[src/design/rqsi_pkg.sv]
package rqsi_pkg;

  localparam int QUEUE_DEPTH_DEF = 16;
  localparam int KEY_BITS_DEF    = 16;

  localparam int PID_W    = 8;
  localparam int JOB_W    = 16;
  localparam int STATUS_W = 2;
  localparam int OCC_W    = 5;
  localparam int ADDR_W   = 3;
  localparam int DATA_W   = 32;

  typedef struct packed {
    logic [PID_W-1:0] pid;
    logic [JOB_W-1:0] len;
    logic [JOB_W-1:0] score;
  } entry_t;

  // insert policies
  localparam logic [1:0] POLICY_FIFO   = 2'd0;
  localparam logic [1:0] POLICY_SORTED = 2'd1;
  localparam logic [1:0] POLICY_PINNED = 2'd2;

  // opcodes
  localparam logic OP_ENQ = 1'b0;
  localparam logic OP_DEQ = 1'b1;

  // result status codes
  localparam logic [STATUS_W-1:0] STATUS_OK    = 2'd0;
  localparam logic [STATUS_W-1:0] STATUS_EMPTY = 2'd1;
  localparam logic [STATUS_W-1:0] STATUS_FULL  = 2'd2;

  // register index (paddr[2])
  localparam logic REG_POLICY  = 1'b0;
  localparam logic REG_KEY_SEL = 1'b1;

  // datapath actions
  localparam logic [1:0] ACT_NONE = 2'd0;
  localparam logic [1:0] ACT_PUSH = 2'd1;
  localparam logic [1:0] ACT_POP  = 2'd2;

  typedef struct packed {
    logic                capture;
    logic                exec;
    logic [1:0]          act;
    logic [STATUS_W-1:0] status;
  } ctl_cmd_t;

  typedef struct packed {
    logic op;
    logic full;
    logic empty;
  } dp_stat_t;

endpackage

[src/design/rqsi_regs.sv]
module rqsi_regs (
  input  logic                        clk,
  input  logic                        rst,
  input  logic                        psel,
  input  logic                        penable,
  input  logic                        pwrite,
  input  logic [rqsi_pkg::ADDR_W-1:0] paddr,
  input  logic [rqsi_pkg::DATA_W-1:0] pwdata,
  output logic [rqsi_pkg::DATA_W-1:0] prdata,
  output logic                        pready,
  output logic [1:0]                  insert_policy,
  output logic                        key_select
);
  import rqsi_pkg::*;

  logic wr_en;

  assign pready = 1'b1;
  assign wr_en  = psel & penable & pwrite;

  always_ff @(posedge clk) begin
    if (rst) begin
      insert_policy <= POLICY_FIFO;
      key_select    <= 1'b0;
    end else if (wr_en) begin
      if (paddr[2] == REG_POLICY) begin
        insert_policy <= pwdata[1:0];
      end else begin
        key_select <= pwdata[0];
      end
    end
  end

  always_comb begin
    prdata = '0;
    if (paddr[2] == REG_KEY_SEL) begin
      prdata[0] = key_select;
    end else begin
      prdata[1:0] = insert_policy;
    end
  end

endmodule

[src/design/rqsi_ctrl.sv]
module rqsi_ctrl (
  input  logic               clk,
  input  logic               rst,
  input  logic               start,
  input  rqsi_pkg::dp_stat_t stat,
  output rqsi_pkg::ctl_cmd_t cmd,
  output logic               busy,
  output logic               done
);
  import rqsi_pkg::*;

  localparam logic S_IDLE = 1'b0;
  localparam logic S_EXEC = 1'b1;

  logic state;
  logic state_next;

  assign busy = (state == S_EXEC);

  always_comb begin
    state_next  = state;
    cmd.capture = 1'b0;
    cmd.exec    = 1'b0;
    cmd.act     = ACT_NONE;
    cmd.status  = STATUS_OK;
    case (state)
      S_IDLE: begin
        if (start) begin
          cmd.capture = 1'b1;
          state_next  = S_EXEC;
        end
      end
      S_EXEC: begin
        cmd.exec   = 1'b1;
        state_next = S_IDLE;
        if (stat.op == OP_DEQ) begin
          if (stat.empty) begin
            cmd.status = STATUS_EMPTY;
          end else begin
            cmd.act = ACT_POP;
          end
        end else begin
          if (stat.full) begin
            cmd.status = STATUS_FULL;
          end else begin
            cmd.act = ACT_PUSH;
          end
        end
      end
      default: begin
        state_next = S_IDLE;
      end
    endcase
  end

  always_ff @(posedge clk) begin
    if (rst) begin
      state <= S_IDLE;
      done  <= 1'b0;
    end else begin
      state <= state_next;
      done  <= cmd.exec;
    end
  end

  a_done_after_exec: assert property (@(posedge clk) disable iff (rst)
    done |-> $past(state == S_EXEC))
    else $error("result strobe without execute cycle");

  a_exec_one_cycle: assert property (@(posedge clk) disable iff (rst)
    state == S_EXEC |=> state == S_IDLE && done)
    else $error("execute did not complete in one cycle");

  a_accept_only_idle: assert property (@(posedge clk) disable iff (rst)
    cmd.capture |-> state == S_IDLE)
    else $error("item captured while busy");

endmodule

[src/design/rqsi_datapath.sv]
module rqsi_datapath #(
  parameter int QUEUE_DEPTH = rqsi_pkg::QUEUE_DEPTH_DEF,
  parameter int KEY_BITS    = rqsi_pkg::KEY_BITS_DEF
) (
  input  logic                          clk,
  input  logic                          rst,
  input  rqsi_pkg::ctl_cmd_t            cmd,
  output rqsi_pkg::dp_stat_t            stat,
  input  logic [1:0]                    insert_policy,
  input  logic                          key_select,
  input  logic                          opcode,
  input  logic [rqsi_pkg::PID_W-1:0]    process_id,
  input  logic [rqsi_pkg::JOB_W-1:0]    job_length,
  input  logic [rqsi_pkg::JOB_W-1:0]    job_score,
  output logic [rqsi_pkg::STATUS_W-1:0] status,
  output logic                          out_valid,
  output logic [rqsi_pkg::PID_W-1:0]    out_process_id,
  output logic [rqsi_pkg::JOB_W-1:0]    out_length,
  output logic [rqsi_pkg::JOB_W-1:0]    out_score,
  output logic [rqsi_pkg::OCC_W-1:0]    occupancy
);
  import rqsi_pkg::*;

  localparam int CW = $clog2(QUEUE_DEPTH + 1);
  localparam int LV = $clog2(QUEUE_DEPTH);

  entry_t                 slot [QUEUE_DEPTH];
  logic [CW-1:0]          count;
  logic [CW-1:0]          count_next;
  entry_t                 job;
  logic                   op;
  logic                   full;
  logic                   empty;
  logic [QUEUE_DEPTH-1:0] gt_vec;
  logic [QUEUE_DEPTH-1:0] gt;
  logic [QUEUE_DEPTH-1:0] ge_count;
  logic [QUEUE_DEPTH-1:0] ins_mask;
  logic [KEY_BITS-1:0]    new_key;
  logic                   sorted;
  logic                   pinned;

  assign stat.op    = op;
  assign stat.full  = full;
  assign stat.empty = empty;

  assign new_key = key_select ? KEY_BITS'(job_score) : KEY_BITS'(job_length);
  assign sorted  = (insert_policy == POLICY_SORTED) || (insert_policy == POLICY_PINNED);
  assign pinned  = (insert_policy == POLICY_PINNED);

  // per-cell compare against the incoming key
  for (genvar i = 0; i < QUEUE_DEPTH; i++) begin : g_cmp
    logic [KEY_BITS-1:0] slot_key;
    assign slot_key = key_select ? KEY_BITS'(slot[i].score) : KEY_BITS'(slot[i].len);
    assign gt_vec[i] = (CW'(i) < count) && (slot_key > new_key) && !(pinned && i == 0);
    assign ge_count[i] = (CW'(i) >= count);
  end

  // insert position: first larger key in sorted modes, else tail; mask marks pos and later
  always_comb begin
    logic [QUEUE_DEPTH-1:0] p;
    p = sorted ? gt : '0;
    for (int lvl = 0; lvl < LV; lvl++) begin
      p = p | (p << (1 << lvl));
    end
    ins_mask = p | ge_count;
  end

  always_comb begin
    count_next = count;
    case (cmd.act)
      ACT_PUSH: count_next = count + CW'(1);
      ACT_POP:  count_next = count - CW'(1);
      default:  count_next = count;
    endcase
  end

  always_ff @(posedge clk) begin
    if (cmd.capture) begin
      job.pid   <= process_id;
      job.len   <= job_length;
      job.score <= job_score;
      op        <= opcode;
      full      <= (count >= CW'(QUEUE_DEPTH));
      empty     <= (count == '0);
      gt        <= gt_vec;
    end
  end

  // shifting cell chain
  for (genvar i = 0; i < QUEUE_DEPTH; i++) begin : g_slot
    always_ff @(posedge clk) begin
      if (cmd.act == ACT_PUSH && ins_mask[i]) begin
        if (i == 0) begin
          slot[i] <= job;
        end else if (!ins_mask[(i == 0) ? 0 : i-1]) begin
          slot[i] <= job;
        end else begin
          slot[i] <= slot[(i == 0) ? 0 : i-1];
        end
      end else if (cmd.act == ACT_POP && i < QUEUE_DEPTH - 1) begin
        slot[i] <= slot[(i < QUEUE_DEPTH - 1) ? i+1 : i];
      end
    end
  end

  always_ff @(posedge clk) begin
    if (rst) begin
      count <= '0;
    end else begin
      count <= count_next;
    end
  end

  // result word
  always_ff @(posedge clk) begin
    if (cmd.exec) begin
      status    <= cmd.status;
      occupancy <= OCC_W'(count_next);
      if (cmd.act == ACT_POP) begin
        out_valid      <= 1'b1;
        out_process_id <= slot[0].pid;
        out_length     <= slot[0].len;
        out_score      <= slot[0].score;
      end else begin
        out_valid      <= 1'b0;
        out_process_id <= '0;
        out_length     <= '0;
        out_score      <= '0;
      end
    end
  end

  a_count_bound: assert property (@(posedge clk) disable iff (rst)
    count <= CW'(QUEUE_DEPTH))
    else $error("entry count above depth");

  a_no_push_full: assert property (@(posedge clk) disable iff (rst)
    cmd.act == ACT_PUSH |-> count < CW'(QUEUE_DEPTH))
    else $error("push into full queue");

  a_no_pop_empty: assert property (@(posedge clk) disable iff (rst)
    cmd.act == ACT_POP |-> count != '0)
    else $error("pop from empty queue");

endmodule

[src/design/ready_queue_sorted_insert_top.sv]
// Ready queue with fifo / sorted / pinned-head insertion over a shifting cell chain.
// A word taken on start is captured, then executed, and its result shows on the done strobe.
// A new word is taken only when idle (capture + compare, then shift of the cell chain).
// busy is high for the one execute cycle and done is a one-cycle strobe; the result
// stays until the next execute and the receiver cannot stall. rst (sync, active high)
// empties the queue and clears the policy and key registers; cells are not cleared.
module ready_queue_sorted_insert_top #(
  parameter int QUEUE_DEPTH = rqsi_pkg::QUEUE_DEPTH_DEF,
  parameter int KEY_BITS    = rqsi_pkg::KEY_BITS_DEF
) (
  input  logic                          clk,
  input  logic                          rst,
  // APB-style register port
  input  logic                          psel,
  input  logic                          penable,
  input  logic                          pwrite,
  input  logic [rqsi_pkg::ADDR_W-1:0]   paddr,
  input  logic [rqsi_pkg::DATA_W-1:0]   pwdata,
  output logic [rqsi_pkg::DATA_W-1:0]   prdata,
  output logic                          pready,
  // command side
  input  logic                          start,
  output logic                          busy,
  input  logic                          opcode,
  input  logic [rqsi_pkg::PID_W-1:0]    process_id,
  input  logic [rqsi_pkg::JOB_W-1:0]    job_length,
  input  logic [rqsi_pkg::JOB_W-1:0]    job_score,
  // result side
  output logic                          done,
  output logic [rqsi_pkg::STATUS_W-1:0] status,
  output logic                          out_valid,
  output logic [rqsi_pkg::PID_W-1:0]    out_process_id,
  output logic [rqsi_pkg::JOB_W-1:0]    out_length,
  output logic [rqsi_pkg::JOB_W-1:0]    out_score,
  output logic [rqsi_pkg::OCC_W-1:0]    occupancy
);
  import rqsi_pkg::*;

  logic       [1:0] insert_policy;
  logic             key_select;
  ctl_cmd_t         cmd;
  dp_stat_t         stat;

  // Register 0 (addr 0): insert policy, 3 behaves as fifo.
  // Register 1 (addr 4): key select, 0 length / 1 score.
  rqsi_regs u_regs (
    .clk           (clk),
    .rst           (rst),
    .psel          (psel),
    .penable       (penable),
    .pwrite        (pwrite),
    .paddr         (paddr),
    .pwdata        (pwdata),
    .prdata        (prdata),
    .pready        (pready),
    .insert_policy (insert_policy),
    .key_select    (key_select)
  );

  // Controller: idle -> execute -> idle; decides push / pop / reject.
  rqsi_ctrl u_ctrl (
    .clk   (clk),
    .rst   (rst),
    .start (start),
    .stat  (stat),
    .cmd   (cmd),
    .busy  (busy),
    .done  (done)
  );

  // Datapath: every cell compares its key with the new word at capture;
  // the execute cycle builds the insert mask with a prefix OR and shifts.
  rqsi_datapath #(
    .QUEUE_DEPTH (QUEUE_DEPTH),
    .KEY_BITS    (KEY_BITS)
  ) u_dp (
    .clk            (clk),
    .rst            (rst),
    .cmd            (cmd),
    .stat           (stat),
    .insert_policy  (insert_policy),
    .key_select     (key_select),
    .opcode         (opcode),
    .process_id     (process_id),
    .job_length     (job_length),
    .job_score      (job_score),
    .status         (status),
    .out_valid      (out_valid),
    .out_process_id (out_process_id),
    .out_length     (out_length),
    .out_score      (out_score),
    .occupancy      (occupancy)
  );

endmodule
[config.mk]
export PLATFORM = sky130hd
export DESIGN_NAME = ready_queue_sorted_insert_top
export DESIGN_NICKNAME = d
export VERILOG_FILES = /design/src/design/rqsi_pkg.sv /design/src/design/rqsi_regs.sv /design/src/design/rqsi_ctrl.sv /design/src/design/rqsi_datapath.sv /design/src/design/ready_queue_sorted_insert_top.sv
export SDC_FILE = /design/constraint.sdc
export NUM_CORES = 2
export LEC_CHECK = 0
export CAP_MARGIN = 10
export CORE_ASPECT_RATIO = 1.25
export CORE_MARGIN = 2
export CORE_UTILIZATION = 35
export CTS_CLUSTER_SIZE = 30
export DETAILED_ROUTE_END_ITERATION = 8
export DONT_BUFFER_PORTS = 1
export GPL_TIMING_DRIVEN = 0
export PLACE_DENSITY = 0.55
export SKIP_LAST_GASP = 1
export SYNTH_ARGS = -nofsm -noshare
export SYNTH_HDL_FRONTEND = slang
export SYNTH_SLANG_ARGS = --single-unit
[constraint.sdc]
create_clock -name clk -period 9.7 [get_ports clk]
set_clock_uncertainty 0.15 [all_clocks]
set_input_delay 0.485 -clock clk [delete_from_list [all_inputs] [get_ports clk]]
set_output_delay 0.485 -clock clk [all_outputs]
set_load 0.02 [all_outputs]
==> out/metrics.yaml <==
path_class: "reg -> reg"
ios: 165
clkTransAtPathRegs_ns: 0.06
drt-pass1-iter-count: 6
reg2regPathDepth: 10
synth_top_area_frac: 0.490
antenna_found_initial: 13
cts_tree: "yes"
vias_per_cell: 6.26
grt_first_pass_wirelength_mm: 300
syn_area_um2: 45800
relSlewSlack: 0.0249
period_minus_slack_ns: 6.38
die_y_um: 408
ys_types: 75
dieArea_um2: 134000
cpMostUsedCell: "clkbuf_1"
track_usage: 0.328
hold_path_depth: 2
fin_nets: 4590
min_to: "u_ctrl.busy"
yosys.area.top_type: "edfxtp_1"
p_per_area_nw_per_um2: 156
ant_nets: 0
end_kind: "flop"
max_freq_mhz: 157
hold_viol: 0
layout_commonest_cell: "edfxtp_1"
grt_pass1_vias: 35800
setup_viol: 0
worstReg2RegStart: "u_ctrl.busy"
cts_setup_buffers: 0
timing.rr.end: "u_dp.slot[1][27]"
gr-total-overflow: 0
clock_sinks: 757
synth_area_per_cell_um2: 11.4
critPathMaxFanout: 55
drv_slew: 0
r2r_slack_ns: 3.32
vias: 37900
worstHoldStart: "rst"
die_x_um: 327
rsz0062_at_grt: "false"
fin_crit_sh: 0.658
clk_latency_ns: 0.76
startpoint_type: "flop"
syn_to_final_growth_pct: 15.1
io_buffers: 0
synth.area.top_cells: "edfxtp_1 (49%), mux2i_1 (7.8%), mux2_2 (7.8%), ha_1 (7.2%), nand2_1 (5.1%)"
design_area_um2: 52700
post_dp_cell_area_um2: 49300
synth_seq_cells: 757
slowest_delay_ns: 0.96
yosys_warnings: 0
postSynth.asyncResetShare: 0
synth_flop_cell: "edfxtp_1"
drive_gt1_frac: 0.157
critPathSlowestCell: "dfxtp_4"
hpwl_mm: 173
routed_wl_mm: 225
routedWlPerCell_um: 37.3
synth_seq_area_share: 0.494
tightestPinTransition_ns: 1.46
p_leak_nw: 19.7
status: "finished, final reports clean"
fin_util: 0.405
crit_required_ns: 10.01
place.gp.congestion: 1.04
critPathArrivalTime_ns: 6.70
crit_start: "u_ctrl.busy"
drtIter0Drc: 5172
htree_num_levels: 3
initial_core_util: 0.352
grt_max_degree: 56
cts_buffers: 86
clk_path_buf_depth: 3
hp-class: "in -> reg"
final_cell_mix: "edfxtp_1 (747), nand2_1 (610), o21ai_0 (361), mux2i_1 (343), mux2_2 (315)"
rows: 148
synth_edf_count: 747
cap_viol_max_count: 0
route.detailed.drc: 0
worstPathCellList: "nor3b_1, inv_1, ha_1, clkbuf_1, inv_1, clkbuf_1, clkbuf_1, buf_1, nand2_2, buf_16"
syn_inst: 4031
cts_hold_buf: 48
core_um2: 130000
ir_worst_vdd_mv: 0.136
clockRootBuffer: "clkbuf_16"
setup_tns_ns: 0
cts_resized: 0
[layout make-up]
| type | count | area (um^2) |
|---|---|---|
| flip-flops and latches | 757 | 22600 |
| diodes | 7 | 17.5 |
| repair buffers | 95 | 1510 |
| clock buffers | 104 | 2260 |
| plain buffers | 338 | 1580 |
| well taps | 1725 | 2160 |
| multi-input cells | 2948 | 21900 |
| inverters | 17 | 63.8 |
| fillers | 12500 | 77300 |
| clock inverters | 55 | 581 |
[cell usage after synthesis (9+ instances only)]
cell type  count
ha_1         265
o211ai_1      86
a211oi_1      15
a2111oi_0     10
mux2_4        39
edfxtp_1     747
o21a_1        29
nand2_1      621
and3_1        14
a2bb2oi_1     80
or2_2          9
nand4_1       32
a31oi_1        9
and2_1        83
clkbuf_1     234
o21ai_1       18
a21oi_1      186
a21o_1        14
buf_1         22
nor2b_1       38
buf_2         32
dfxtp_1       10
nand3_1      105
inv_1         17
nand2b_1      17
nor2_1        38
mux2_2       315
a221o_1       41
nor3_1        11
mux2i_1      358
a22oi_1       40
o21ai_0      362
buf_4         43
[critical path, delay by kind of cell, from the launching register on]
kind                     cells  cell delay, ns
flip-flops                   1            0.96
adder cells (fa/ha/maj)      1            0.38
AND/OR/NAND/NOR              2            1.07
buffers and inverters        7            3.50
[metal layers]
metal	GRT usage	vias to the layer above	share of wire
met5	0	-	0.00024
met4	0.255	8	0.092
met3	0.0897	632	0.11
met2	0.491	2650	0.43
met1	0.399	18900	0.37
li1	-	15700	-
[kinds of logic (layout without fill, tap and decap cells)]
kind of cell	Yosys count	in the layout	synth area share
flip-flops	757	757	0.494
AO/OA/AOI/OAI	937	937	0.129
AND/OR/NAND/NOR	996	996	0.0981
multiplexers	719	719	0.170
adder cells (fa/ha/maj)	265	265	0.0724
other	2	38	0.000164
buffers and inverters	355	609	0.0356
[per-stage QoR]
| step | instances | power, mW | hold slack (ns) | setup slack [ns] |
|---|---|---|---|---|
| floorplan | 4060 | 4.34 | 0.313 | 3.84 |
| global placement | 5785 | 4.73 | 0.333 | 0.344 |
| detailed placement | 5830 | 4.79 | 0.347 | 3.49 |
| CTS | 6037 | 8.17 | 0.0307 | 3.43 |
| global route | 6040 | 8.37 | 0.0772 | 3.21 |
| finish | 6046 | 8.23 | 0.0421 | 3.32 |
[how the worst max path moves through the flow]
stage,end,slack [ns],cells after the start
floorplan,u_dp.slot[3][0],3.84,5
global placement,u_dp.slot[3][12],0.34,5
detailed placement,u_dp.slot[1][14],3.49,10
CTS,u_dp.slot[1][28],3.43,10
global route,u_dp.slot[1][28],3.21,10
finish,u_dp.slot[1][27],3.32,10
[sequential cells by signal (all words and copies together), names as in the netlist]
signal and count:
u_dp.full 1, u_dp.gt 16, u_dp.op 1, u_dp.count 5, u_dp.status 2, u_ctrl.busy 1
u_dp.empty 1, u_dp.occupancy 5, u_regs.insert_policy 2, u_dp.out_length 16, u_dp.out_valid 1, u_ctrl.done 1
u_regs.key_select 1, u_dp.out_score 16, u_dp.out_process_id 8, u_dp.slot 640, u_dp.job 40
[power breakdown]
| part | switching (mW) | leakage (nW) | total [mW] | internal, mW |
|---|---|---|---|---|
| combinational | 0.570 | 11.4 | 0.917 | 0.347 |
| clock | 1.55 | 1.39 | 3.44 | 1.89 |
| sequential | 0.159 | 6.93 | 3.87 | 3.71 |
| total | 2.28 | 19.7 | 8.23 | 5.94 |
Note: power is estimated with default switching activity, not from simulation.
